--- src/hw/rtl/utc_pkg.sv ---
// Shared types, constants and the month-length function for the seconds-to-calendar block.
`default_nettype none

package utc_pkg;

  // Divisors for splitting seconds into days and time of day
  localparam logic [17:0] SECS_PER_DAY  = 18'd86400;
  localparam logic [16:0] SECS_PER_HOUR = 17'd3600;
  localparam logic [16:0] SECS_PER_MIN  = 17'd60;

  // Scaled reciprocals; each quotient is exact over its whole input range
  localparam logic [25:0] DAY_RECIP  = 26'd50903317;  // ceil(2^35 / 675), seconds >> 7 in
  localparam logic [17:0] HOUR_RECIP = 18'd149131;    // ceil(2^29 / 3600)
  localparam logic [12:0] MIN_RECIP  = 13'd4370;      // ceil(2^18 / 60)

  // Epoch year and its residues for the leap-year counters
  localparam logic [11:0] EPOCH_YEAR   = 12'd1970;
  localparam logic [1:0]  EPOCH_MOD4   = 2'd2;
  localparam logic [6:0]  EPOCH_MOD100 = 7'd70;
  localparam logic [8:0]  EPOCH_MOD400 = 9'd370;
  localparam logic [8:0]  DAYS_IN_YEAR = 9'd365;

  // Loop bound
  localparam logic [3:0] LAST_MONTH = 4'd12;

  typedef enum logic [3:0] {
    ST_IDLE,
    ST_DAY_MUL,
    ST_DAY_FIX,
    ST_HOUR_MUL,
    ST_HOUR_FIX,
    ST_MIN_MUL,
    ST_MIN_FIX,
    ST_YEAR,
    ST_MONTH,
    ST_DONE
  } state_t;

  typedef enum logic [3:0] {
    OP_NONE,
    OP_LOAD,
    OP_DAY_MUL,
    OP_DAY_FIX,
    OP_HOUR_MUL,
    OP_HOUR_FIX,
    OP_MIN_MUL,
    OP_MIN_FIX,
    OP_YEAR,
    OP_MONTH,
    OP_PUBLISH
  } op_t;

  typedef struct packed {
    op_t op;
  } dp_cmd_t;

  typedef struct packed {
    logic year_done;
    logic month_done;
    logic out_free;
  } dp_status_t;

  // Length of a month, February lengthened in leap years
  function automatic logic [4:0] month_days(input logic [3:0] mon, input logic leap);
    logic [4:0] len;
    begin
      case (mon)
        4'd2:                      len = leap ? 5'd29 : 5'd28;
        4'd4, 4'd6, 4'd9, 4'd11:   len = 5'd30;
        default:                   len = 5'd31;
      endcase
      return len;
    end
  endfunction

endpackage

`default_nettype wire

--- src/hw/rtl/utc_dp.sv ---
// Datapath: reciprocal-multiply dividers, year and month counters, and the output register.
`default_nettype none

module utc_dp
  import utc_pkg::*;
(
  input  wire logic        clk,
  input  wire logic        rst,
  input  wire dp_cmd_t     cmd,
  output dp_status_t       status,
  input  wire logic [31:0] utc_seconds,
  input  wire logic        out_stall,
  output logic             out_valid,
  output logic [11:0]      year,
  output logic [3:0]       month,
  output logic [4:0]       day_of_month,
  output logic [4:0]       hour,
  output logic [5:0]       minute,
  output logic [5:0]       second
);

  // Working registers
  logic [31:0] num;     // input seconds, then days in the low bits
  logic [16:0] rem;     // seconds left over after each split
  logic [50:0] prod;    // registered reciprocal product
  logic [4:0]  hour_q;
  logic [5:0]  min_q;
  logic [11:0] yr;
  logic [1:0]  mod4;
  logic [6:0]  mod100;
  logic [8:0]  mod400;
  logic [3:0]  mon;

  logic [15:0] day_q;
  logic [31:0] day_base;
  logic [4:0]  hour_n;
  logic [16:0] hour_base;
  logic [5:0]  min_n;
  logic [16:0] min_base;
  logic        leap;
  logic [8:0]  ylen;
  logic [4:0]  mlen;
  logic [15:0] days;

  // Quotients from the product register and the amounts to take off
  always_comb begin
    day_q     = prod[50:35];
    day_base  = 32'(day_q) * 32'(SECS_PER_DAY);
    hour_n    = prod[33:29];
    hour_base = 17'(hour_n) * SECS_PER_HOUR;
    min_n     = prod[23:18];
    min_base  = 17'(min_n) * SECS_PER_MIN;
  end

  // Year and month lengths from the leap-year residues
  always_comb begin
    days = num[15:0];
    leap = ((mod4 == 2'd0) && (mod100 != 7'd0)) || (mod400 == 9'd0);
    ylen = DAYS_IN_YEAR + {8'd0, leap};
    mlen = month_days(mon, leap);
    status.year_done  = days < {7'd0, ylen};
    status.month_done = (mon == LAST_MONTH) || (days < {11'd0, mlen});
    status.out_free   = !out_valid || !out_stall;
  end

  // Advance the working registers per command
  always_ff @(posedge clk) begin
    case (cmd.op)
      OP_LOAD: begin
        num    <= utc_seconds;
        rem    <= 17'd0;
        hour_q <= 5'd0;
        min_q  <= 6'd0;
        yr     <= EPOCH_YEAR;
        mod4   <= EPOCH_MOD4;
        mod100 <= EPOCH_MOD100;
        mod400 <= EPOCH_MOD400;
        mon    <= 4'd1;
      end
      OP_DAY_MUL: begin
        prod <= 51'(num[31:7]) * 51'(DAY_RECIP);
      end
      OP_DAY_FIX: begin
        num <= {16'd0, day_q};
        rem <= 17'(num - day_base);
      end
      OP_HOUR_MUL: begin
        prod <= 51'(rem) * 51'(HOUR_RECIP);
      end
      OP_HOUR_FIX: begin
        hour_q <= hour_n;
        rem    <= rem - hour_base;
      end
      OP_MIN_MUL: begin
        prod <= 51'(rem[11:0]) * 51'(MIN_RECIP);
      end
      OP_MIN_FIX: begin
        min_q <= min_n;
        rem   <= rem - min_base;
      end
      OP_YEAR: begin
        if (!status.year_done) begin
          num[15:0] <= days - {7'd0, ylen};
          yr        <= yr + 12'd1;
          mod4      <= mod4 + 2'd1;
          mod100    <= (mod100 == 7'd99) ? 7'd0 : mod100 + 7'd1;
          mod400    <= (mod400 == 9'd399) ? 9'd0 : mod400 + 9'd1;
        end
      end
      OP_MONTH: begin
        if (!status.month_done) begin
          num[15:0] <= days - {11'd0, mlen};
          mon       <= mon + 4'd1;
        end
      end
      default: begin
      end
    endcase
  end

  // Output register: hold the result until the transaction completes
  always_ff @(posedge clk) begin
    if (cmd.op == OP_PUBLISH) begin
      year         <= yr;
      month        <= mon;
      day_of_month <= days[4:0] + 5'd1;
      hour         <= hour_q;
      minute       <= min_q;
      second       <= rem[5:0];
    end
  end

  always_ff @(posedge clk) begin
    if (rst) begin
      out_valid <= 1'b0;
    end else if (cmd.op == OP_PUBLISH) begin
      out_valid <= 1'b1;
    end else if (!out_stall) begin
      out_valid <= 1'b0;
    end
  end

endmodule

`default_nettype wire

--- src/hw/rtl/utc_ctrl.sv ---
// Controller: sequences the divider steps and the year and month loops.
`default_nettype none

module utc_ctrl
  import utc_pkg::*;
(
  input  wire logic       clk,
  input  wire logic       rst,
  input  wire logic       in_valid,
  output logic            in_stall,
  input  wire dp_status_t status,
  output dp_cmd_t         cmd
);

  state_t state, state_next;

  // State register
  always_ff @(posedge clk) begin
    if (rst) begin
      state <= ST_IDLE;
    end else begin
      state <= state_next;
    end
  end

  // Next state and commands
  always_comb begin
    state_next = state;
    cmd.op     = OP_NONE;
    in_stall   = (state != ST_IDLE);
    case (state)
      ST_IDLE: begin
        if (in_valid) begin
          cmd.op     = OP_LOAD;
          state_next = ST_DAY_MUL;
        end
      end
      ST_DAY_MUL: begin
        cmd.op     = OP_DAY_MUL;
        state_next = ST_DAY_FIX;
      end
      ST_DAY_FIX: begin
        cmd.op     = OP_DAY_FIX;
        state_next = ST_HOUR_MUL;
      end
      ST_HOUR_MUL: begin
        cmd.op     = OP_HOUR_MUL;
        state_next = ST_HOUR_FIX;
      end
      ST_HOUR_FIX: begin
        cmd.op     = OP_HOUR_FIX;
        state_next = ST_MIN_MUL;
      end
      ST_MIN_MUL: begin
        cmd.op     = OP_MIN_MUL;
        state_next = ST_MIN_FIX;
      end
      ST_MIN_FIX: begin
        cmd.op     = OP_MIN_FIX;
        state_next = ST_YEAR;
      end
      ST_YEAR: begin
        if (status.year_done) begin
          state_next = ST_MONTH;
        end else begin
          cmd.op = OP_YEAR;
        end
      end
      ST_MONTH: begin
        if (status.month_done) begin
          state_next = ST_DONE;
        end else begin
          cmd.op = OP_MONTH;
        end
      end
      ST_DONE: begin
        if (status.out_free) begin
          cmd.op     = OP_PUBLISH;
          state_next = ST_IDLE;
        end
      end
      default: begin
        state_next = ST_IDLE;
      end
    endcase
  end

endmodule

`default_nettype wire

--- src/hw/rtl/utc_seconds_to_calendar.sv ---
// Top level: seconds since 1970 to Gregorian date and time of day.
//
//   channel | direction | handshake          | payload
//   input   | in        | in_valid/in_stall   | utc_seconds[31:0]
//   output  | out       | out_valid/out_stall | year, month, day_of_month, hour, minute, second
//
// A transaction's length is set mostly by the one-year-per-cycle year loop; the day, hour and
// minute splits each take a multiply step and then a fix step.
// Only one transaction is in flight; in_stall is high from acceptance until the result
// is moved into the output register, which then holds it while out_stall is high.
// Reset is synchronous and clears the controller and out_valid.
`default_nettype none

module utc_seconds_to_calendar
  import utc_pkg::*;
(
  input  wire logic        clk,
  input  wire logic        rst,
  input  wire logic        in_valid,
  output logic             in_stall,
  input  wire logic [31:0] utc_seconds,
  output logic             out_valid,
  input  wire logic        out_stall,
  output logic [11:0]      year,
  output logic [3:0]       month,
  output logic [4:0]       day_of_month,
  output logic [4:0]       hour,
  output logic [5:0]       minute,
  output logic [5:0]       second
);

  dp_cmd_t    cmd;
  dp_status_t status;

  utc_ctrl u_ctrl (
    .clk      (clk),
    .rst      (rst),
    .in_valid (in_valid),
    .in_stall (in_stall),
    .status   (status),
    .cmd      (cmd)
  );

  utc_dp u_dp (
    .clk          (clk),
    .rst          (rst),
    .cmd          (cmd),
    .status       (status),
    .utc_seconds  (utc_seconds),
    .out_stall    (out_stall),
    .out_valid    (out_valid),
    .year         (year),
    .month        (month),
    .day_of_month (day_of_month),
    .hour         (hour),
    .minute       (minute),
    .second       (second)
  );

  // An accepted transaction keeps the block busy on the next cycle
  a_busy_after_accept: assert property (@(posedge clk) disable iff (rst)
    in_valid && !in_stall |=> in_stall)
    else $error("block not busy after accepting a transaction");

  // Date fields in range whenever a result is shown
  a_date_range: assert property (@(posedge clk) disable iff (rst)
    out_valid |-> (month >= 4'd1) && (month <= 4'd12) && (day_of_month != 5'd0)
                  && (year >= 12'd1970) && (year <= 12'd2106))
    else $error("date field out of range");

  // Time-of-day fields in range whenever a result is shown
  a_time_range: assert property (@(posedge clk) disable iff (rst)
    out_valid |-> (hour <= 5'd23) && (minute <= 6'd59) && (second <= 6'd59))
    else $error("time field out of range");

endmodule

`default_nettype wire

--- config.mk ---
export PLATFORM = sky130hd
export DESIGN_NAME = utc_seconds_to_calendar
export DESIGN_NICKNAME = d
export VERILOG_FILES = /design/src/hw/rtl/utc_pkg.sv /design/src/hw/rtl/utc_dp.sv /design/src/hw/rtl/utc_ctrl.sv /design/src/hw/rtl/utc_seconds_to_calendar.sv
export SDC_FILE = /design/constraint.sdc
export NUM_CORES = 1
export LEC_CHECK = 0
export BUFFER_PORTS_ARGS = -buffer_cell sky130_fd_sc_hd__clkbuf_2
export CORE_MARGIN = 4
export CORE_UTILIZATION = 45
export DETAILED_ROUTE_END_ITERATION = 8
export PLACE_DENSITY_LB_ADDON = 0.2
export SYNTH_ARGS = -nofsm -noshare
export SYNTH_HDL_FRONTEND = slang
export SYNTH_SLANG_ARGS = --single-unit
--- constraint.sdc ---
create_clock -name clk -period 7.3 [get_ports clk]
set_input_delay 0.73 -clock clk [delete_from_list [all_inputs] [get_ports clk]]
set_output_delay 0.73 -clock clk [all_outputs]
set_load 0.005 [all_outputs]
==> results of run 1 <==
[area by class of cell]
| class | instances | area (sq um) | area share [%] |
|---|---|---|---|
| clock inverter | 15 | 144 | 0.515 |
| timing repair buffer | 113 | 661 | 2.36 |
| sequential | 164 | 4870 | 17.4 |
| multi-input combinational | 1790 | 18700 | 67.0 |
| inverter | 578 | 2170 | 7.77 |
| tap | 756 | 946 | 3.39 |
| clock buffer | 17 | 425 | 1.52 |
[stage by stage]
stage	util, %	instance area [sq um]
after floorplan	-	25900
after global placement	48.3	27400
after detailed placement	48.3	27400
after CTS	49.3	27900
after global routing	49.3	27900
final	49.3	27900
[critical path, cell delays in order (launching register included)]
cell,delay (ps)
edfxtp_1,630
fa_1,600
inv_1,50
fa_1,480
inv_1,60
fa_1,530
inv_1,60
fa_1,570
inv_1,80
fa_1,510
fa_1,500
ha_1,310
ha_1,390
a21o_1,200
a211oi_1,310
nand2_1,110
or2_2,290
o21a_1,220
a21oi_1,320
o21ai_0,170
xnor2_1,160
nor2_1,50
[flip-flops by register name, indices dropped and copies added (netlist names), 5 cells and up]
| name | cells |
|---|---|
| u_dp.second | 6 |
| u_dp.prod | 27 |
| u_dp.mod100 | 7 |
| u_dp.minute | 6 |
| u_dp.hour | 5 |
| u_dp.mod400 | 9 |
| u_dp.day_of_month | 5 |
| u_dp.rem | 17 |
| u_dp.hour_q | 5 |
| u_dp.yr | 12 |
| u_dp.year | 12 |
| u_dp.num | 32 |
| u_dp.min_q | 6 |
[metal layers]
| layer | track usage (%) | vias to the layer above |
|---|---|---|
| met5 | 0 | - |
| met4 | 4.78 | 0 |
| met2 | 36.7 | 371 |
| met1 | 29.0 | 8794 |
| li1 | - | 8748 |
| met3 | 2.90 | 76 |
[cell families after synthesis]
family / Yosys count / share of synthesized area [%]
fa+ha+maj: 886 / 50.8
buf+inv: 616 / 9.00
simple gates: 403 / 7.34
compound gates: 367 / 9.48
flops: 164 / 18.8
xor+xnor: 133 / 4.50
mux: 1 / 0.0387
[synthesized netlist by cell type (all sizes together), types with 3 or more instances]
cell	number	area [sq um]
a211o	5	43.8
a211oi	15	113
a21boi	8	60.1
a21o	49	368
a21oi	90	469
a221oi	3	32.5
a222oi	5	50.1
a22oi	8	60.1
a31o	6	52.6
a31oi	18	113
and2	24	150
and3	20	126
buf	9	51.3
clkbuf	29	110
dfxtp	5	100
edfxtp	159	4770
fa	276	5530
ha	610	7630
inv	578	2170
nand2	111	417
nand2b	12	75.1
nand3	41	205
nand3b	3	22.5
nand4	13	81.3
nor2	109	409
nor2b	16	100
nor3	30	150
nor4	5	31.3
o211ai	8	75.1
o21a	12	90.1
o21ai	80	400
o21ba	3	30.0
o21bai	7	52.6
o221ai	10	87.6
o22ai	13	81.3
o31ai	4	30.0
o41ai	3	33.8
or2	6	37.5
or3	6	37.5
xnor2	81	709
xor2	52	455
[path summary, 6_finish.rpt]
kind,from,to,slack (ps),depth (start not counted)
setup / recovery,u_dp.num[30]$_SDFFCE_PP0P_,u_dp.prod[44]$_DFFE_PP_,390,21
hold / removal,u_dp.hour_q[4]$_SDFFCE_PN0P_,u_dp.hour[4]$_DFFE_PP_,420,0
setup reg to reg,u_dp.num[30]$_SDFFCE_PP0P_,u_dp.prod[44]$_DFFE_PP_,390,21
hold reg to reg,u_dp.hour_q[4]$_SDFFCE_PN0P_,u_dp.hour[4]$_DFFE_PP_,420,0
==> impl_metrics.tcl, run 1 <==
set metrics [dict create \
    pre_cts_ws_ps 435 \
    fmax_mhz 145 \
    postSynthCellCount 2570 \
    drc 0 \
    setup_slack_ps 392 \
    maxCapViolCount 0 \
    die_h_um 248 \
    cts_buffer_depth 2 \
    placed_cells 3401 \
    synth.ff_latch_count 164 \
    cts-root-buf "clkbuf_16" \
    finalSetupViolCount 0 \
    core_area_sq_um 56700 \
    cts-buffers-inserted 17 \
    worst_pin_slew_ps 1100 \
    port_buffers 75 \
    yosysSeqAreaShare_pct 18.8 \
    wire_per_inst_um 18.6 \
    fin_setup_tns_ps 0 \
    timing.final.crit_period_ps 6910 \
    synth_edf_count 159 \
    wl_met3_um 2840 \
    cts_hold_buf 0 \
    crit_arrival_ps 7070 \
    cts_tree "built" \
    antenna_found_initial 1 \
    relSlewSlack_pct 26.5 \
    pin_count 76 \
    finalWirelength_um 63700 \
    fillers 5321 \
    hold_path.class "register to register" \
    yosysWarnings 0 \
    clkLatencyLatePin_ps 450 \
    critical_path_class "register to register" \
    antennaDiodeCount 0 \
    place.gp.congestion 0.947 \
    grt_pass1_vias 19100 \
    end_kind "register" \
    fp-row-count 87 \
    cts_setup_buffers 0 \
    stdcell_count 3433 \
    nets 3586 \
    fin_crit_sh_pct 94.6 \
    via_per_inst 5.24 \
    final_cell_mix "ha_1, inv_1, fa_1" \
    drive_above_1_share_pct 6.54 \
    h-tree-depth 4 \
    outcome "completed" \
    netlist_area_sq_um 25900 \
    grtUsageTotal_pct 21.4 \
    ys.flop_type "edfxtp_1" \
    worst-path-max-fanout 10 \
    synth_nets 3492 \
    clock_sinks 164 \
    ant_nets 0 \
    top_layer_used "met4" \
    start_util_pct 45.7 \
    final_common_cell "ha_1" \
    synthArstFlopShare_pct 0 \
    drv_slew 0 \
    rsz0062_at_grt "false" \
    dr_wl_met2_um 30700 \
    hold_violations 0 \
    setup.worst_path.start_class "register" \
    whs_ps 419 \
    critPathRequiredTime_ps 7460 \
    first_pass_iters 5 \
    yosys.cell_types.count 73 \
    die_x_um 248 \
    syn_area_per_cell_sq_um 10.1 \
    syn2layout_area_growth_pct 7.89 \
    cts_resized 0 \
    clkTransAtPathRegs_ps 80 \
    dr_total_vias 18000 \
    grt_overflow 0 \
    drtIter0Drc 945 \
    dieArea_sq_um 61400 \
    hpwl_um 54600 \
    grt_pass1_wl_um 103000 \
    grt_max_degree 39 \
    met1_length_um 28900 \
    finClkSkew_ps 28.4 \
]
Power of run 1 is left out: the tool's default activity adds up to more than one toggle a clock period on the data nets, which glitch-free logic cannot reach.
==> run 2, diff against run 1 <==
CORE_MARGIN = default   (was 4)
clock period = 6.23 ns   (was 7.3 ns; I/O delays follow)
==> impl_metrics.tcl, run 2 (synthesis results as in run 1) <==
set metrics [dict create \
    reg2reg_from "u_dp.num[31]$_SDFFCE_PP0P_" \
    cts-buffers-inserted 17 \
    outcome "finished with violations" \
    fillers 5102 \
    worst-path-max-fanout 4 \
    first_pass_iters 5 \
    nets 3758 \
    final_cell_mix "ha_1, inv_1, fa_1" \
    die_x_um 242 \
    cp_slowest_cell "fa_1" \
    clkLatencyLatePin_ps 470 \
    core_area_sq_um 56600 \
    dr_wl_met2_um 32600 \
    pin_count 76 \
    largest-register "u_dp.num" \
    dieArea_sq_um 58500 \
    fin_crit_sh_pct 101 \
    die_h_um 242 \
    place.gp.congestion 0.941 \
    wl_met3_um 2230 \
    finalCoreUtilization_pct 53.1 \
    setup.worst_path.start_class "register" \
    start_util_pct 45.7 \
    fin_setup_tns_ps -121 \
    fp-row-count 87 \
    syn2layout_area_growth_pct 16.1 \
    antennaDiodeCount 0 \
    dr_total_vias 18800 \
    hold_end "u_ctrl.state[0]$_SDFFE_PP0P_" \
    rsz0062_at_grt "true" \
    drtIter0Drc 870 \
    h-tree-depth 4 \
    min_path_cells 2 \
    end_kind "register" \
    violations "setup timing" \
    antenna_found_initial 0 \
    grt_overflow 0 \
    relSlewSlack_pct 25.0 \
    grt_pass1_wl_um 106000 \
    grtUsageTotal_pct 23.3 \
    drc 0 \
    r2r_cells 22 \
    crit_arrival_ps 6470 \
    placed_cells 3547 \
    clock_sinks 164 \
    port_buffers 75 \
    final_common_cell "ha_1" \
    reg2reg_slack_ps -80 \
    critical_path_class "register to register" \
    worst_pin_slew_ps 1120 \
    wire_per_inst_um 18.6 \
    largest_register_ffs 32 \
    cts-root-buf "clkbuf_16" \
    setup_slack_ps -77.6 \
    path_common_cell "fa_1" \
    cts_buffer_depth 2 \
    finClkSkew_ps 28.9 \
    grt_max_degree 39 \
    hold_path.class "primary input to register" \
    top_layer_used "met4" \
    min_from "rst" \
    finalSetupViolCount 3 \
    timing.final.crit_period_ps 6310 \
    hpwl_um 57500 \
    critPathRequiredTime_ps 6400 \
    cpPeakStageDelay_ps 550 \
    worstPathCellList "buf_4 -> buf_4 -> ha_1 -> fa_1 -> inv_1 -> fa_1 -> inv_1 -> fa_1 -> fa_1 -> inv_1 -> fa_1 -> ha_1 -> ha_4 -> a211oi_4 -> nand2_1 -> or2_4 -> o21a_4 -> buf_6 -> a31o_4 -> a21oi_2 -> xor2_1 -> nor2_1" \
    stdcell_count 3605 \
    drive_above_1_share_pct 16.1 \
    worstReg2RegEnd "u_dp.prod[39]$_DFFE_PP_" \
    clkTransAtPathRegs_ps 80 \
    grt_pass1_vias 19800 \
    drv_slew 0 \
    maxCapViolCount 0 \
    met1_length_um 30600 \
    hold_violations 0 \
    ant_nets 0 \
    finalWirelength_um 67100 \
    cts_tree "built" \
    reg.largest.list "u_dp.num x32, u_dp.prod x27, u_dp.rem x17" \
    fmax_mhz 159 \
    via_per_inst 5.22 \
]
## run 2: through the flow
stage	hold WS (ps)	instance area, sq um	setup slack (ps)
global route	424	30100	-269
detailed placement	405	28500	-327
floorplan	400	25900	2.98
CTS	382	29600	-29.5
finish	418	30100	-77.6
global placement	403	28500	-254
## run 2: how the worst max path moves through the flow
stage / to / slack [ps] / startpoint
2_1_floorplan: u_dp.prod[39]$_DFFE_PP_ / 3 / u_dp.num[30]$_SDFFCE_PP0P_
3_3_place_gp: u_dp.prod[47]$_DFFE_PP_ / -250 / u_dp.num[29]$_SDFFCE_PP0P_
3_5_place_dp: u_dp.prod[47]$_DFFE_PP_ / -330 / u_dp.num[29]$_SDFFCE_PP0P_
4_1_cts: u_dp.prod[45]$_DFFE_PP_ / -30 / u_dp.num[18]$_SDFFCE_PP0P_
5_1_grt: u_dp.prod[49]$_DFFE_PP_ / -270 / u_dp.num[31]$_SDFFCE_PP0P_
6_report: u_dp.prod[39]$_DFFE_PP_ / -80 / u_dp.num[31]$_SDFFCE_PP0P_
## run 2: critical path, delay by kind of cell, from the launching register on
| family | cells | cell delay (ps) |
|---|---|---|
| adder cells (fa/ha/maj) | 8 | 3500 |
| buffers and inverters | 6 | 600 |
| AO/OA/AOI/OAI | 4 | 890 |
| AND/OR/NAND/NOR | 3 | 430 |
| flip-flops | 1 | 430 |
| XOR/XNOR | 1 | 150 |
## run 2: cell type report
cell class	count	area (sq um)	area share, %
clock inverters	15	164	0.545
inverters	578	2180	7.23
multi-input cells	1790	19500	64.8
flip-flops and latches	164	4870	16.2
repair buffers	285	2010	6.69
clock buffers	17	425	1.41
well taps	756	946	3.14
## run 2: repair_timing
action                     in CTS  in global routing
resized for setup              80                 76
hold buffers                    0                  0
pin swaps                      57                 61
setup endpoints to repair      20                 23
setup buffers                  11                 16
## run 2: routing by layer
metal / vias up / GRT usage [%]
met2: 365 / 40.1
met3: 79 / 2.07
met5: - / 0
li1: 9085 / -
met4: 0 / 5.81
met1: 9288 / 31.4
Power of run 2 is left out for the same reason.
